--- config.mk ---
export PLATFORM = sky130hd
export DESIGN_NAME = prr_mac
export DESIGN_NICKNAME = d
export VERILOG_FILES = /design/src/hdl/prr_pkg.sv /design/src/hdl/prr_mac.sv
export SDC_FILE = /design/constraint.sdc
export NUM_CORES = 2
export LEC_CHECK = 0
export BUFFER_PORTS_ARGS = -buffer_cell sky130_fd_sc_hd__buf_2
export CAP_MARGIN = 10
export CORE_MARGIN = 2
export CORE_UTILIZATION = 25
export DETAILED_ROUTE_END_ITERATION = 12
export SLEW_MARGIN = 10
export SYNTH_ARGS = -nofsm -noshare
export SYNTH_HDL_FRONTEND = slang
export SYNTH_SLANG_ARGS = --single-unit
--- constraint.sdc ---
create_clock -name clk -period 6.6 [get_ports clk]
set_input_delay 0.66 -clock clk [delete_from_list [all_inputs] [get_ports clk]]
set_output_delay 0.66 -clock clk [all_outputs]
set_load 0.005 [all_outputs]
--- src/hdl/prr_pkg.sv ---
// Shared constants and types for the polyphase rational resampler.
// Used by prr_mac and polyphase_rational_resampler; no dependencies.

package prr_pkg;

    localparam int MAX_TAPS  = 1024;
    localparam int ADDR_W    = $clog2(MAX_TAPS);
    localparam int TAP_CNT_W = ADDR_W + 1;
    localparam int SAMPLE_W  = 16;
    localparam int COEF_W    = 18;
    localparam int ACC_W     = 48;
    localparam int PROD_W    = SAMPLE_W + COEF_W;
    localparam int UP_W      = 7;
    localparam int DOWN_W    = 8;
    localparam int PHASE_W   = 9;
    localparam int UP_CAP    = 64;
    localparam int CFG_IDX_W = 2;
    localparam int CFG_DATA_W = 11;

    typedef enum logic [CFG_IDX_W-1:0] {
        REG_UP_FACTOR   = 2'd0,
        REG_DOWN_FACTOR = 2'd1,
        REG_TAP_COUNT   = 2'd2,
        REG_APPLY_GAIN  = 2'd3
    } cfg_reg_t;

    // Tag that travels with each memory read into the MAC.
    typedef struct packed {
        logic vld;      // a slot of the MAC stream (tap or empty end marker)
        logic tap;      // slot carries a real tap
        logic hist_ok;  // history entry has been written since reset
        logic tap_end;  // final slot of this output
    } mac_tag_t;

    typedef struct packed {
        logic                vld;
        logic                overflow;
        logic [SAMPLE_W-1:0] value;
    } mac_res_t;

endpackage

--- src/hdl/prr_mac.sv ---
// Multiply-accumulate datapath: product, saturating accumulate, optional gain, round.
// Depends on prr_pkg for widths and the tag and result structs.

module prr_mac
    import prr_pkg::*;
(
    input  logic                clk,
    input  logic                rst_n,
    input  mac_tag_t            tag,
    input  logic [COEF_W-1:0]   coef_data,
    input  logic [SAMPLE_W-1:0] hist_data,
    input  logic [UP_W-1:0]     up,
    input  logic                apply_gain,
    input  logic                take,
    output mac_res_t            res
);

    localparam int SHIFT   = COEF_W - 1;
    localparam int RND_W   = ACC_W - SHIFT + 1;
    localparam int GPROD_W = ACC_W + UP_W + 1;

    logic signed [PROD_W-1:0]   prod_reg;
    logic                       c_vld_reg;
    logic                       c_end_reg;
    logic signed [ACC_W-1:0]    acc_reg;
    logic                       acc_sat_reg;
    logic signed [ACC_W-1:0]    fin_reg;
    logic                       fin_sat_reg;
    logic                       fin_vld_reg;
    logic signed [ACC_W-1:0]    g_reg;
    logic                       g_sat_reg;
    logic                       g_vld_reg;
    mac_res_t                   res_reg;

    logic signed [COEF_W-1:0]   coef_eff;
    logic signed [SAMPLE_W-1:0] hist_eff;
    logic signed [ACC_W:0]      sum;
    logic signed [ACC_W-1:0]    sum_sat;
    logic                       sum_ovf;
    logic signed [GPROD_W-1:0]  gprod;
    logic signed [ACC_W-1:0]    gain_val;
    logic                       gain_ovf;
    logic signed [RND_W-1:0]    rnd;
    logic                       rnd_ovf;
    logic [SAMPLE_W-1:0]        rnd_val;

    // An empty slot contributes zero whatever its coefficient entry holds, and a
    // never-written history entry contributes zero as well.
    assign coef_eff = tag.tap ? $signed(coef_data) : '0;
    assign hist_eff = (tag.tap && tag.hist_ok) ? $signed(hist_data) : '0;

    always_comb
    begin
        sum = {acc_reg[ACC_W-1], acc_reg}
            + {{(ACC_W+1-PROD_W){prod_reg[PROD_W-1]}}, prod_reg};
        sum_ovf = sum[ACC_W] != sum[ACC_W-1];
        if (sum_ovf)
        begin
            sum_sat = sum[ACC_W] ? {1'b1, {(ACC_W-1){1'b0}}} : {1'b0, {(ACC_W-1){1'b1}}};
        end
        else
        begin
            sum_sat = sum[ACC_W-1:0];
        end
    end

    always_comb
    begin
        gprod = {{(UP_W+1){fin_reg[ACC_W-1]}}, fin_reg} * $signed({{ACC_W{1'b0}}, 1'b0, up});
        gain_ovf = 1'b0;
        gain_val = fin_reg;
        if (apply_gain)
        begin
            gain_ovf = gprod[GPROD_W-1:ACC_W-1] != {(UP_W+2){gprod[GPROD_W-1]}};
            if (gain_ovf)
            begin
                gain_val = gprod[GPROD_W-1] ? {1'b1, {(ACC_W-1){1'b0}}}
                                            : {1'b0, {(ACC_W-1){1'b1}}};
            end
            else
            begin
                gain_val = gprod[ACC_W-1:0];
            end
        end
    end

    // Round half up: floor of the shift plus the highest bit dropped.
    always_comb
    begin
        rnd = {g_reg[ACC_W-1], g_reg[ACC_W-1:SHIFT]} + {{(RND_W-1){1'b0}}, g_reg[SHIFT-1]};
        rnd_ovf = rnd[RND_W-1:SAMPLE_W-1] != {(RND_W-SAMPLE_W+1){rnd[RND_W-1]}};
        if (rnd_ovf)
        begin
            rnd_val = rnd[RND_W-1] ? {1'b1, {(SAMPLE_W-1){1'b0}}}
                                   : {1'b0, {(SAMPLE_W-1){1'b1}}};
        end
        else
        begin
            rnd_val = rnd[SAMPLE_W-1:0];
        end
    end

    always_ff @(posedge clk)
    begin
        prod_reg <= coef_eff * hist_eff;
        if (c_vld_reg && c_end_reg)
        begin
            fin_reg <= sum_sat;
        end
        if (fin_vld_reg)
        begin
            g_reg <= gain_val;
        end
    end

    always_ff @(posedge clk or negedge rst_n)
    begin
        if (!rst_n)
        begin
            c_vld_reg   <= 1'b0;
            c_end_reg   <= 1'b0;
            acc_reg     <= '0;
            acc_sat_reg <= 1'b0;
            fin_sat_reg <= 1'b0;
            fin_vld_reg <= 1'b0;
            g_sat_reg   <= 1'b0;
            g_vld_reg   <= 1'b0;
            res_reg     <= '0;
        end
        else
        begin
            c_vld_reg   <= tag.vld;
            c_end_reg   <= tag.tap_end;
            fin_vld_reg <= c_vld_reg && c_end_reg;
            if (c_vld_reg)
            begin
                if (c_end_reg)
                begin
                    fin_sat_reg <= acc_sat_reg | sum_ovf;
                    acc_reg     <= '0;
                    acc_sat_reg <= 1'b0;
                end
                else
                begin
                    acc_reg     <= sum_sat;
                    acc_sat_reg <= acc_sat_reg | sum_ovf;
                end
            end
            g_vld_reg <= fin_vld_reg;
            if (fin_vld_reg)
            begin
                g_sat_reg <= fin_sat_reg | gain_ovf;
            end
            if (g_vld_reg)
            begin
                res_reg.vld      <= 1'b1;
                res_reg.overflow <= g_sat_reg | rnd_ovf;
                res_reg.value    <= rnd_val;
            end
            else if (take)
            begin
                res_reg.vld <= 1'b0;
            end
        end
    end

    assign res = res_reg;

endmodule

==> reports/metrics.csv <==
metric,value,unit
post-DR wirelength/cell,14.7,um
"Req. time, crit path",6.80,ns
CTS Buf Count,17,
post-synthesis cell area,32900,um2
outcome,finished clean,
chip width,367,um
slew margin rel.,28.5,%
# DRC,0,
TritonCTS clock tree,done,
IO buf count,66,
setup TNS,0,ns
slowest cell delay on critical path,0.56,ns
First DRT Iteration DRCs,1285,
first-pass GRT wire length,138000,um
cells along the critical path,and2_1 > fa_1 > fa_1 > fa_1 > inv_1 > fa_1 > inv_1 > ha_4 > nand4_4 > or3_4 > o211ai_4 > a211oi_4 > o31ai_4 > a2111oi_1 > or4_4 > a222oi_1 > buf_4 > a31oi_4 > clkbuf_16 > a311o_1,
leading post-synthesis cells by cell area,"fa_1 (33%), ha_1 (9.3%), and2_1 (8.3%), inv_1 (7.3%), edfxtp_1 (7.3%)",
f_max,155,MHz
Final nets,4676,
Syn Area/Cell,9.12,um2
Final GP Congestion,0.880,
CP Launch Type,flip-flop,
ys async rst share,39.0,%
syn_nets,4442,
core area,131000,um2
fin. max-slew vios,0,
Post-synth EDFFs,80,
ys flop type,edfxtp_1,
synthesized flop and latch total,187,
slowest cell on the critical path,edfxtp_1,
"Reg clk slew, reported paths",0.08,ns
largest net degree at the start of global routing,74,
distinct cell type count after synthesis,88,
final HPWL from detailed placement,66800,um
initial antenna violation count,4,
post-synthesis sequential area ratio,14.9,%
vias in the first global route,26500,
Crit Path Category,reg2reg,
post-synthesis instance total,3611,
CP top delay family,adder cells,
Area growth syn-to-layout,16.6,%
Buf/Inv on CP,4,
vias per cell,4.47,
num rows,133,
fin crit share,97.9,%
DRT antenna net count,0,
worst hold path class,in2reg,
element type at the critical path end,flip-flop,
WHS,0.308,ns
Routed WL,82400,um
most frequent CP cell,fa_1,
root buf cell,clkbuf_16,
CP arrival,6.67,ns
Setup Skew,0.0171,ns
max_cap viols,0,
setup ws final,0.138,ns
worst skew pair latency,0.47,ns
final non-filler cell total,5615,
Fin. Hold Viols,0,
gr ovfl total,0,
# setup viols final,0,
Synth area leader,fa_1,
fill cell total of the finished layout,13900,
Tot GR Track Use,12.3,%
via count,25100,
layout cell share with drive strength beyond 1,13.2,%
crit-path max FO,8,
top-count cell post-synth,inv_1,
I/O Pins,67,
Max Root-Sink Buffers,2,
placed insts,5549,
initial core utilization,25.1,%
CTS H-tree depth,4,
Die ar.,135000,um2
Yosys top cell area share,32.6,%
Yosys Warn Count,0,
Tmin final,6.46,ns
First-pass DRT Iterations,7,
synth cell count leaders,"inv_1 (645), fa_1 (536), and2_1 (435)",
pre-CTS WS,-0.494,ns
die height,367,um
hold-fix buffers at CTS,0,
worst-margin pin slew,1.07,ns
Clock Sinks,187,
[final cells by class]
type / instances / area, um2 / area share (%)
clock buffers: 18 / 429 / 1.12
inverters: 646 / 2420 / 6.31
well taps: 1755 / 2200 / 5.71
repair buffers: 380 / 2970 / 7.74
clock inverters: 14 / 154 / 0.400
multi-input cells: 2613 / 25300 / 65.9
flip-flops and latches: 187 / 4910 / 12.8
diodes: 2 / 5.00 / 0.0130
[metal layers]
| metal | vias to the layer above | GRT usage [%] | share of wire, % |
|---|---|---|---|
| li1 | 12000 | - | - |
| met1 | 12500 | 17.6 | 49 |
| met2 | 469 | 19.8 | 46 |
| met3 | 72 | 1.76 | 4.0 |
| met4 | 4 | 2.11 | 1.1 |
| met5 | - | 0 | 0.032 |
[worst paths after layout]
path,from,endpoint,slack [ns],depth (start not counted)
setup / recovery,fin_reg[15],g_reg[37],0.14,20
hold / removal,tag[0],c_end_reg,0.31,1
setup reg to reg,fin_reg[15],g_reg[37],0.14,20
hold reg to reg,res[15],res[15],0.48,2
max in group asynchronous,rst_n,acc_reg[31],5.51,1
min in group asynchronous,rst_n,res[4],0.37,1
[cells by family (layout without fill, tap and decap cells)]
group	Yosys count	in the layout	synth area share (%)
other	0	2	0
AND/OR/NAND/NOR	1153	1153	18.4
buffers and inverters	811	1058	9.41
flip-flops	187	187	14.9
XOR/XNOR	128	128	3.40
adder cells (fa/ha/maj)	789	789	42.1
AO/OA/AOI/OAI	537	537	11.5
multiplexers	6	6	0.182
[metrics by stage]
step	cell area [um2]	util, %
2_1_floorplan	33000	-
3_3_place_gp	37100	28.3
3_5_place_dp	37100	28.3
4_1_cts	37800	28.8
5_1_grt	38400	29.3
6_report	38400	29.3
[placed cells by master, fill, tap and decap left out, types with 9 or more instances in the layout]
cell type  count
inv_1        644
nand2b_1      11
a21oi_1      136
a31oi_1       14
clkbuf_16     21
a311o_1       31
nor2_1       157
o221ai_2       9
buf_12        14
dfxtp_1       34
o21bai_1      20
buf_2         62
nand4_1       24
buf_4        290
a21o_1        69
o21ai_0       77
o221ai_1       9
nand2_1      286
nor2b_1       58
o21a_1        15
and2_1       421
and2_4        14
nand3_1       47
and3_1        38
xnor2_1       84
fa_1         535
nor3_1        29
ha_1         238
o2bb2ai_1     45
o211ai_1      11
or2_2          9
edfxtp_1      80
xor2_1        43
dfrtp_1       73
[timing repair]
action / in CTS / in global routing
buffers inserted: 6 / 20
cloned: 0 / 6
setup endpoints to repair: 32 / 38
endpoints found under the hold margin: 0 / 0
gates resized for setup: 4 / 80
pin swaps: 2 / 39
Power is not shown: default switching activity piles up to over one toggle a cycle in this logic, so the estimate is an artifact.
